### config.mk
export PLATFORM = sky130hd
export DESIGN_NAME = trimmed_mean_supply_monitor
export DESIGN_NICKNAME = d
export VERILOG_FILES = /design/src/rtl/tmsm_pkg.sv /design/src/rtl/tmsm_accum.sv /design/src/rtl/tmsm_div.sv /design/src/rtl/trimmed_mean_supply_monitor.sv
export SDC_FILE = /design/constraint.sdc
export NUM_CORES = 1
export LEC_CHECK = 0
export BUFFER_PORTS_ARGS = -buffer_cell sky130_fd_sc_hd__buf_2
export CORE_MARGIN = 10
export CORE_UTILIZATION = 35
export CTS_BUF_LIST = sky130_fd_sc_hd__clkbuf_8 sky130_fd_sc_hd__clkbuf_16
export CTS_CLUSTER_SIZE = 40
export DETAILED_ROUTE_END_ITERATION = 8
export SYNTH_ARGS = -nofsm -noshare
export SYNTH_HDL_FRONTEND = slang
export SYNTH_SLANG_ARGS = --single-unit
### constraint.sdc
create_clock -name clk -period 10.7 [get_ports clk]
set_input_delay 1.07 -clock clk [delete_from_list [all_inputs] [get_ports clk]]
set_output_delay 1.07 -clock clk [all_outputs]
set_load 0.02 [all_outputs]
### src/rtl/tmsm_pkg.sv
// Package for the trimmed-mean supply monitor: widths, constants, payload
// and inter-module structs. No dependencies.
`default_nettype none

package tmsm_pkg;

  // Field and datapath widths
  localparam int SAMPLE_W      = 12;
  localparam int SUM_W         = 16;
  localparam int REF_W         = 24;
  localparam int MV_W          = 16;
  localparam int MEAN_SHIFT    = 3;

  // Batch size and counter width
  localparam int BATCH_SAMPLES = 10;
  localparam int CNT_W         = $clog2(BATCH_SAMPLES + 1);

  // Serial divider: one quotient bit per cycle over the whole numerator
  localparam int DIV_STEPS     = REF_W;
  localparam int DIV_CNT_W     = $clog2(DIV_STEPS + 1);

  localparam logic [REF_W-1:0] REF_SCALE_RESET = REF_W'(4915200);
  localparam logic [MV_W-1:0]  MV_MAX          = {MV_W{1'b1}};

  // Input item
  typedef struct packed {
    logic [7:0] sample_high;
    logic [7:0] sample_low;
    logic       abort;
  } in_item_t;

  // Result item
  typedef struct packed {
    logic [SAMPLE_W-1:0] mean;
    logic [MV_W-1:0]     supply_mv;
    logic                saturated;
  } out_item_t;

  // Accumulator status toward the top level
  typedef struct packed {
    logic                done;
    logic                near_full;
    logic [SAMPLE_W-1:0] mean;
  } acc_stat_t;

  // Divider request and response
  typedef struct packed {
    logic                start;
    logic [REF_W-1:0]    dividend;
    logic [SAMPLE_W-1:0] divisor;
  } div_req_t;

  typedef struct packed {
    logic                busy;
    logic                done;
    logic [REF_W-1:0]    quotient;
    logic [SAMPLE_W-1:0] divisor;
  } div_rsp_t;

endpackage

`default_nettype wire

### src/rtl/tmsm_accum.sv
// Batch accumulator: running sum, largest and smallest of one batch, and
// the trimmed mean at batch end. Depends on tmsm_pkg.
`default_nettype none

module tmsm_accum
  import tmsm_pkg::*;
(
  input  wire logic                clk,
  input  wire logic                rst_n,
  input  wire logic                take_sample,
  input  wire logic                take_abort,
  input  wire logic [SAMPLE_W-1:0] sample,
  output acc_stat_t                stat
);

  logic [CNT_W-1:0]    count_r, count_nxt;
  logic [SUM_W-1:0]    sum_r, sum_nxt;
  logic [SAMPLE_W-1:0] max_r, max_nxt;
  logic [SAMPLE_W-1:0] min_r, min_nxt;
  logic                done_r, done_nxt;
  logic                last_sample;
  logic [SUM_W-1:0]    trim1, trim2;

  assign last_sample = (count_r == CNT_W'(BATCH_SAMPLES - 1));

  // Batch update; the first sample sets both extremes
  always_comb begin
    count_nxt = count_r;
    sum_nxt   = sum_r;
    max_nxt   = max_r;
    min_nxt   = min_r;
    done_nxt  = 1'b0;
    if (take_abort || done_r) begin
      count_nxt = '0;
      sum_nxt   = '0;
      max_nxt   = '0;
      min_nxt   = '0;
    end else if (take_sample) begin
      sum_nxt = sum_r + SUM_W'(sample);
      if (count_r == '0) begin
        max_nxt = sample;
        min_nxt = sample;
      end else if (sample > max_r) begin
        max_nxt = sample;
      end else if (sample < min_r) begin
        min_nxt = sample;
      end
      if (last_sample) begin
        count_nxt = '0;
        done_nxt  = 1'b1;
      end else begin
        count_nxt = count_r + CNT_W'(1);
      end
    end
  end

  always_ff @(posedge clk) begin
    if (!rst_n) begin
      count_r <= '0;
      sum_r   <= '0;
      max_r   <= '0;
      min_r   <= '0;
      done_r  <= 1'b0;
    end else begin
      count_r <= count_nxt;
      sum_r   <= sum_nxt;
      max_r   <= max_nxt;
      min_r   <= min_nxt;
      done_r  <= done_nxt;
    end
  end

  // Drop the extremes (clamped at zero), then divide by eight
  assign trim1 = (sum_r >= SUM_W'(max_r)) ? sum_r - SUM_W'(max_r) : '0;
  assign trim2 = (trim1 >= SUM_W'(min_r)) ? trim1 - SUM_W'(min_r) : '0;

  assign stat.done      = done_r;
  assign stat.near_full = last_sample;
  assign stat.mean      = trim2[MEAN_SHIFT +: SAMPLE_W];

  // A batch end always comes from a sample, never from an abort
  a_done_from_sample: assert property (@(posedge clk) disable iff (!rst_n)
    done_r |-> $past(take_sample) && !$past(take_abort))
    else $error("batch end without a sample transfer");

endmodule

`default_nettype wire

### src/rtl/tmsm_div.sv
// Restoring serial divider, one quotient bit per cycle; the numerator
// shifts out of the top of a register while quotient bits shift in.
// Depends on tmsm_pkg.
`default_nettype none

module tmsm_div
  import tmsm_pkg::*;
(
  input  wire logic     clk,
  input  wire logic     rst_n,
  input  wire div_req_t req,
  output div_rsp_t      rsp
);

  logic [REF_W-1:0]     quo_r, quo_nxt;
  logic [SAMPLE_W-1:0]  rem_r, rem_nxt;
  logic [SAMPLE_W-1:0]  dvs_r, dvs_nxt;
  logic [DIV_CNT_W-1:0] cnt_r, cnt_nxt;
  logic                 busy_r, busy_nxt;
  logic                 done_r, done_nxt;
  logic [SAMPLE_W:0]    trial, diff;
  logic                 fits;

  // One restoring step; a zero divisor yields all ones, which saturates
  assign trial = {rem_r, quo_r[REF_W-1]};
  assign diff  = trial - {1'b0, dvs_r};
  assign fits  = (trial >= {1'b0, dvs_r});

  always_comb begin
    quo_nxt  = quo_r;
    rem_nxt  = rem_r;
    dvs_nxt  = dvs_r;
    cnt_nxt  = cnt_r;
    busy_nxt = busy_r;
    done_nxt = 1'b0;
    if (req.start && !busy_r) begin
      quo_nxt  = req.dividend;
      rem_nxt  = '0;
      dvs_nxt  = req.divisor;
      cnt_nxt  = DIV_CNT_W'(DIV_STEPS);
      busy_nxt = 1'b1;
    end else if (busy_r) begin
      quo_nxt = {quo_r[REF_W-2:0], fits};
      rem_nxt = fits ? diff[SAMPLE_W-1:0] : trial[SAMPLE_W-1:0];
      cnt_nxt = cnt_r - DIV_CNT_W'(1);
      if (cnt_r == DIV_CNT_W'(1)) begin
        busy_nxt = 1'b0;
        done_nxt = 1'b1;
      end
    end
  end

  always_ff @(posedge clk) begin
    if (!rst_n) begin
      cnt_r  <= '0;
      busy_r <= 1'b0;
      done_r <= 1'b0;
    end else begin
      cnt_r  <= cnt_nxt;
      busy_r <= busy_nxt;
      done_r <= done_nxt;
    end
  end

  always_ff @(posedge clk) begin
    quo_r <= quo_nxt;
    rem_r <= rem_nxt;
    dvs_r <= dvs_nxt;
  end

  assign rsp.busy     = busy_r;
  assign rsp.done     = done_r;
  assign rsp.quotient = quo_r;
  assign rsp.divisor  = dvs_r;

  // Step counter runs only while busy
  a_cnt_idle: assert property (@(posedge clk) disable iff (!rst_n)
    !busy_r |-> cnt_r == '0)
    else $error("divider step count nonzero while idle");

  // Done follows the last step
  a_done_after_busy: assert property (@(posedge clk) disable iff (!rst_n)
    done_r |-> !busy_r && $past(busy_r))
    else $error("divider done without a preceding step");

endmodule

`default_nettype wire

### src/rtl/trimmed_mean_supply_monitor.sv
// Top level of the trimmed-mean supply monitor: channels, reference-scale
// register, output register. Depends on tmsm_pkg, tmsm_accum, tmsm_div.
//
// Usage:
//  - in_*: one ADC conversion per transfer (sample_high, sample_low, abort).
//    Sample = sample_high*16 + sample_low[7:4]. An abort transfer discards
//    the current batch and gives no result.
//  - Every tenth sample closes a batch: the extremes are dropped, the mean of
//    the remaining eight is formed, and ref_scale / mean goes through a
//    serial divider, one quotient bit per cycle for 24 steps.
//  - out_*: one result per batch (mean, supply_mv, saturated). supply_mv is
//    65535 with saturated set when the quotient exceeds 16 bits or mean is 0.
//  - Result path: the tenth sample transfer closes the batch, the divider
//    runs its 24 steps, and then the output register is loaded.
//  - Input: a closing sample holds in_ready low while the batch closes and
//    through the 24 divider steps.
//  - A stalled receiver holds the result in the output register; samples of
//    the next batch are still taken, up to its ninth.
//  - cfg_*: writes ref_scale (24 bits), always ready; reset value 4915200.
//  - Reset (rst_n low, synchronous) clears the batch, the divider and the
//    output register and restores ref_scale.
`default_nettype none

module trimmed_mean_supply_monitor
  import tmsm_pkg::*;
(
  input  wire logic             clk,
  input  wire logic             rst_n,
  input  wire logic             in_valid,
  output logic                  in_ready,
  input  wire in_item_t         in_data,
  output logic                  out_valid,
  input  wire logic             out_ready,
  output out_item_t             out_data,
  input  wire logic             cfg_valid,
  output logic                  cfg_ready,
  input  wire logic [REF_W-1:0] cfg_data
);

  logic [REF_W-1:0] ref_scale_r, ref_scale_nxt;
  logic             out_valid_r, out_valid_nxt;
  out_item_t        out_data_r, out_data_nxt;
  logic             in_xfer;
  acc_stat_t        acc;
  div_req_t         dreq;
  div_rsp_t         drsp;
  logic             quo_over;

  // Configuration register
  assign cfg_ready     = 1'b1;
  assign ref_scale_nxt = (cfg_valid && cfg_ready) ? cfg_data : ref_scale_r;

  always_ff @(posedge clk) begin
    if (!rst_n) begin
      ref_scale_r <= REF_SCALE_RESET;
    end else begin
      ref_scale_r <= ref_scale_nxt;
    end
  end

  // Input side: hold off while a batch is closing or dividing, and before
  // a closing sample while the previous result is still unread
  assign in_ready = !drsp.busy && !acc.done && !(acc.near_full && out_valid_r);
  assign in_xfer  = in_valid && in_ready;

  tmsm_accum u_accum (
    .clk         (clk),
    .rst_n       (rst_n),
    .take_sample (in_xfer && !in_data.abort),
    .take_abort  (in_xfer && in_data.abort),
    .sample      ({in_data.sample_high, in_data.sample_low[7:4]}),
    .stat        (acc)
  );

  assign dreq.start    = acc.done;
  assign dreq.dividend = ref_scale_r;
  assign dreq.divisor  = acc.mean;

  tmsm_div u_div (
    .clk   (clk),
    .rst_n (rst_n),
    .req   (dreq),
    .rsp   (drsp)
  );

  // Output register with saturation
  assign quo_over = |drsp.quotient[REF_W-1:MV_W];

  always_comb begin
    out_valid_nxt = out_valid_r;
    out_data_nxt  = out_data_r;
    if (out_valid_r && out_ready) begin
      out_valid_nxt = 1'b0;
    end
    if (drsp.done) begin
      out_valid_nxt          = 1'b1;
      out_data_nxt.mean      = drsp.divisor;
      out_data_nxt.supply_mv = quo_over ? MV_MAX : drsp.quotient[MV_W-1:0];
      out_data_nxt.saturated = quo_over;
    end
  end

  always_ff @(posedge clk) begin
    if (!rst_n) begin
      out_valid_r <= 1'b0;
    end else begin
      out_valid_r <= out_valid_nxt;
    end
  end

  always_ff @(posedge clk) begin
    out_data_r <= out_data_nxt;
  end

  assign out_valid = out_valid_r;
  assign out_data  = out_data_r;

  // No sample transfer while the divider works
  a_no_in_while_div: assert property (@(posedge clk) disable iff (!rst_n)
    drsp.busy |-> !in_ready)
    else $error("input transfer allowed while dividing");

  // A new result never lands on an unread one
  a_no_overwrite: assert property (@(posedge clk) disable iff (!rst_n)
    drsp.done |-> !out_valid_r)
    else $error("result overwrites an unread result");

  // Zero mean always reports saturation
  a_zero_mean_sat: assert property (@(posedge clk) disable iff (!rst_n)
    out_valid_r && out_data_r.mean == '0 |-> out_data_r.saturated)
    else $error("zero mean without saturation");

  // A batch close starts the divider on the next cycle
  a_close_starts_div: assert property (@(posedge clk) disable iff (!rst_n)
    acc.done |=> drsp.busy)
    else $error("divider not started after batch close");

endmodule

`default_nettype wire
# Word level (Yosys, flattened, before mapping)
# Index checks and enable logic that the tools add are counted.
# totals
regBits	154
in_bits	46
elab_cells	78
out_inout_bits	32
# op_classes
n_reduce_logical	25
addsub	6
muxes	19
n_bitwise	3
eq_ne	3
order_cmp	5
# op_table
op	n
12-bit 2-to-1 mux	6
24-bit 2-to-1 mux	2
16-bit by 12-bit greater-or-equal comparator with 1-bit output	2
16-bit by 12-bit adder with 16-bit output	1
16-bit 2-to-1 mux	1
16-bit by 12-bit subtractor with 16-bit output	1
15-bit by 12-bit subtractor with 15-bit output	1
13-bit by 12-bit greater-or-equal comparator with 1-bit output	1
12-bit > comparator	1
12-bit < comparator	1
12-bit subtractor	1
5-bit 2-to-1 mux	2
1-bit logical AND	8
2-bit nonzero test	4
8-bit OR reduction	1
1-bit 2-to-1 mux	7
3-bit OR reduction	2
5-bit by 1-bit == test with 1-bit output, second input constant	1
5-bit by 1-bit subtractor with 5-bit output, second input constant	1
4-bit by 1-bit adder with 4-bit output, second input constant	1
4-bit == test, second input constant	1
1-bit zero test	4
4-bit zero test	1
4-bit 2-to-1 mux	1
6 further kinds	9

# Logic depth before layout (Yosys ltp)
# depth
depth_word	8
depth_mapped	19
mapped_depth_nobuf	18

# Modules after synthesis
# Synthesis repeated with hierarchy kept, for this count alone.
# unflattened
cells_unflattened	925
hier_area_um2	9106.2
# modules_own_cells
module	instances	cells_per_inst	seq_area_each_um2	area_each_um2
tmsm_accum	1	525	900.9	4164.0
tmsm_div	1	265	1461.4	2949.1
trimmed_mean_supply_monitor	1	135	1371.3	1993.2

# Worst setup path before layout
# No wires, ideal clock.
# synth_path
path_type	flip-flop to flip-flop
startpoint	register u_accum.sum_r[0]
endpoint	register u_div.dvs_r[11] (data pin)
path_stages_with_launch	19
setup_slack_ns	6.359
setup_time_ns	0.142
required_ns	10.558
period_less_slack_ns	4.341
n_path_buf	2
t_arrival_ns	4.199
cell_sequence	dfxtp_1 -> inv_1 -> ha_1 -> inv_1 -> fa_1 -> a211oi_1 -> o21ai_2 -> a31oi_4 -> and2_2 -> clkbuf_1 -> nor2_1 -> ha_1 -> a211o_1 -> o311ai_1 -> a21oi_1 -> or2_0 -> buf_6 -> or4_4 -> o21ai_2
# synth_via
elab_chain_len	3
elab_cells_between_ends	5
cone_classes	2 x add/sub; 2 x order compare; 1 x mux
# synth_lines
item	line_no	text
from (decl)	tmsm_accum.sv:17	logic [SUM_W-1:0] sum_r, sum_nxt;
from (signal assigned)	tmsm_accum.sv:66	sum_r <= sum_nxt;
16-bit by 12-bit subtractor with 16-bit output / 16-bit by 12-bit greater-or-equal comparator with 1-bit output (equally long branches)	tmsm_accum.sv:74	assign trim1 = (sum_r >= SUM_W'(max_r)) ? sum_r - SUM_W'(max_r) : '0;
16-bit 2-to-1 mux *	tmsm_accum.sv:74	
15-bit by 12-bit subtractor with 15-bit output / 16-bit by 12-bit greater-or-equal comparator with 1-bit output (equally long branches)	tmsm_accum.sv:75	assign trim2 = (trim1 >= SUM_W'(min_r)) ? trim1 - SUM_W'(min_r) : '0;
to (signal assigned)	tmsm_div.sv:68	dvs_r <= dvs_nxt;
to (decl)	tmsm_div.sv:17	logic [SAMPLE_W-1:0] dvs_r, dvs_nxt;
# Every way passes the cells marked *; elsewhere a longest branch is shown, timed or not.
# A chain may end at the register's enable or synchronous reset.

# Final worst setup path
# layout_path
startpoint	register u_accum.sum_r[0]
endpoint	register u_div.dvs_r[0] (data pin)
# The elaborated chain is that of the path after synthesis.

==> summary.md <==
| Metric | Value |
|---|---|
| Outcome | `completed` |
| Logic pwr share | `23.4%` |
| Final Skew | `0.0106 ns` |
| Hold-critical path endpoint | `out_data[20]$_DFFE_PP_` |
| Largest cells by area after synthesis | `edfxtp_1 22%, dfxtp_1 20%, ha_1 10%` |
| Die Y | `179 microns` |
| Max-slew violation count | `0` |
| Post-synthesis sequential area ratio | `42.3%` |
| Net Switching | `0.524 mW` |
| Async SR Flop Fraction | `0%` |
| Nature of the critical path endpoint | `register` |
| FMAX | `205 MHz` |
| Final Total Pwr | `1.65 mW` |
| Post-cts resize count | `0` |
| Power per cell area | `163 nW/um^2` |
| Worst EP required | `10.84 ns` |
| DRT Pass-1 Iters | `4` |
| CTS buffer count | `17` |
| Hold Buf Count CTS | `0` |
| Area of the die | `32000 sq um` |
| Setup bufs post-CTS | `0` |
| Period utilisation layout | `45.7%` |
| Final hold violation count | `0` |
| Reg clk slew, reported paths | `0.07 ns` |
| Ys flop type | `dfxtp_1` |
| Post-route ant nets | `0` |
| Max Cap Violations | `0` |
| First-pass GRT wire length | `32400 microns` |
| Post-synthesis instance total | `891` |
| TritonCTS clock tree | `done` |
| Leak Pwr | `3.98 nW` |
| Startpoint types | `register` |
| Fin crit period | `4.89 ns` |
| Most frequent cell after synthesis | `nand2_1` |
| Flop pwr share | `39.0%` |
| P_int | `1.13 mW` |
| Hold path startpoint | `u_div.dvs_r[3]$_SDFFCE_PN0P_` |
| Least-Margin Pin Slew | `1.09 ns` |
| Clk pwr share | `37.6%` |
| Gr ovfl total | `0` |
| Worst R2R Setup Slack | `5.81 ns` |
| Net Sw Frac | `31.8%` |
| RSZ-0062 raised after global routing | `no` |
| R2r worst-path depth | `17` |
| Final WL | `19600 microns` |
| Flops & latches, synth | `154` |
| Number of enable flip-flop cells after synthesis | `65` |
| Final setup viols | `0` |
| Setup TNS | `0 ns` |
| CP Max Fanout | `14` |
| Num rows | `58` |
| Reg2reg end | `u_div.dvs_r[0]$_SDFFCE_PN0P_` |
| Layout area overhead | `14.7%` |
| CTS max path bufs | `2` |
| Clock tree sinks | `154` |
| Fraction of layout cells with a size suffix above 1 | `17.5%` |
| Clk root buf | `clkbuf_16` |
| Arrival time worst endpoint | `5.02 ns` |
| Final cell utilization of the core | `40.6%` |
| Syn_area_per_cell | `9.91 sq um` |
| WL/cell | `15.1 microns` |
| N_diodes | `0` |
| Starting Density | `35.4%` |
| YS warnings | `0` |
| HPWL after DPL | `14600 microns` |
| Post-Syn Nets | `1013` |
| Worst hold stages | `0` |
| GRT Util Overall | `12.6%` |
| Synth unique cells | `68` |
| H-Tree Depth | `4` |
| Worst hold path class | `register to register` |
| Largest net degree at the start of global routing | `43` |
| Worst skew pair latency | `0.44 ns` |
| Post-Syn Area | `8830 sq um` |
| Yosys top cell area share | `22.1%` |
| Initial antenna violation count | `0` |
| Vias in the first global route | `6350` |
| Horiz. Die Dim | `179 microns` |
| Rel. slew slack | `27.1%` |
| Max VDD drop | `0.107 mV` |
| Iteration-0 DRC Markers | `374` |
| # port buffers | `72` |
| Post-synth top cells | `90 x nand2_1, 89 x dfxtp_1, 73 x ha_1` |
| Vias | `6520` |
| # DRC | `0` |
| I/O pin total | `78` |
| Worst r2r src | `u_accum.sum_r[0]$_SDFFE_PP0P_` |
| Placer congestion estimate | `0.844` |
| Area leader, netlist | `edfxtp_1` |
| Core area | `25000 sq um` |
| Layout net count | `1075` |
| Critical setup path kind | `register to register` |
| Vias per cell | `5.03` |
## sequential cells by signal, summed over array words and instances, names as in the netlist
register / flops
u_accum.min_r: 12
u_div.done_r: 1
u_div.quo_r: 24
u_accum.done_r: 1
u_div.rem_r: 12
u_div.cnt_r: 5
ref_scale_r: 24
u_div.busy_r: 1
u_accum.max_r: 12
out_valid: 1
u_accum.count_r: 4
u_div.dvs_r: 12
out_data: 29
u_accum.sum_r: 16
## cell usage in the layout (no fill, tap or decap), drive strengths merged, types with 16 or more instances in the layout
cell type | netlist | routed
inv | 59 | 67
nor3 | 17 | 17
xnor2 | 16 | 16
mux2 | 25 | 25
dfxtp | 89 | 89
nor2 | 44 | 44
nand2 | 90 | 90
buf | 7 | 77
a21oi | 51 | 51
ha | 73 | 73
o21ai | 31 | 31
or2 | 22 | 22
nor2b | 32 | 32
nand3 | 20 | 20
mux2i | 55 | 55
edfxtp | 65 | 65
clkbuf | 27 | 17
## cell families after synthesis
| group | share of synthesized area [%] |
|---|---|
| buffers and inverters | 4.20 |
| other | 0.0425 |
| AOI/OAI and AO/OA | 14.4 |
| and+or+nand+nor | 15.7 |
| muxes | 9.43 |
| adders and majority gates | 11.0 |
| xor gates and xnor gates | 2.98 |
| DFF | 42.3 |
## how the worst max path moves through the flow
stage | start | to | slack [ns] | cells after the start
5_1_grt | u_accum.sum_r[0]$_SDFFE_PP0P_ | u_div.dvs_r[0]$_SDFFCE_PN0P_ | 5.42 | 17
4_1_cts | u_accum.sum_r[0]$_SDFFE_PP0P_ | u_div.dvs_r[0]$_SDFFCE_PN0P_ | 5.77 | 17
3_5_place_dp | u_accum.sum_r[0]$_SDFFE_PP0P_ | u_div.dvs_r[0]$_SDFFCE_PN0P_ | 5.82 | 17
6_report | u_accum.sum_r[0]$_SDFFE_PP0P_ | u_div.dvs_r[0]$_SDFFCE_PN0P_ | 5.81 | 17
3_3_place_gp | u_accum.sum_r[0]$_SDFFE_PP0P_ | u_div.dvs_r[0]$_SDFFCE_PN0P_ | 5.90 | 17
2_1_floorplan | u_accum.sum_r[0]$_SDFFE_PP0P_ | u_div.dvs_r[11]$_SDFFCE_PN0P_ | 6.36 | 18
## through the flow
step                instances  hold slack, ns  setup slack (ns)  instance area, sq um
detailed placement       1264           0.433              5.82                  9510
floorplan                 891           0.426              6.36                  8830
finish                   1296           0.448              5.81                 10100
CTS                      1296           0.445              5.77                 10100
global placement         1264           0.440              5.90                  9510
global route             1296           0.471              5.42                 10100
## power by group through the flow
stage	Clock, mW	Sequential (mW)	Combinational [mW]
global placement	0	0.657	0.379
global route	0.662	0.645	0.438
floorplan	0	0.654	0.321
CTS	0.636	0.644	0.389
finish	0.620	0.644	0.387
detailed placement	0	0.657	0.386
## worst max-delay path, stage by stage, from the launching register on
cell      delay [ns]
dfxtp_1         0.33
inv_1           0.08
ha_1            0.18
inv_1           0.06
fa_1            0.43
a211oi_1        0.37
o21ai_2         0.18
a31oi_4         0.21
and2_2          0.33
nor2b_1         0.09
ha_1            0.31
nor2b_4         0.14
o31a_1          0.28
o311ai_1        0.44
a21oi_1         0.18
or2_0           0.37
nor3_4          0.44
a221oi_1        0.17
## routing by layer
metal / track usage, % / up-vias / wire length [microns]
met5: 0 / - / 0
met3: 2.70 / 12 / 783
li1: - / 3349 / -
met4: 3.69 / 0 / 209
met1: 16.1 / 3053 / 9310
met2: 20.9 / 106 / 9310
## final cells by class
type                       instances  area (sq um)
clock buffer                      17           425
clock inverter                    15           193
fill                            2455         14800
inverter                          59           221
multi-input combinational        644          4740
sequential                       154          3730
tap                              330           413
timing repair buffer              77           398
(Power assumes the default switching activity.)
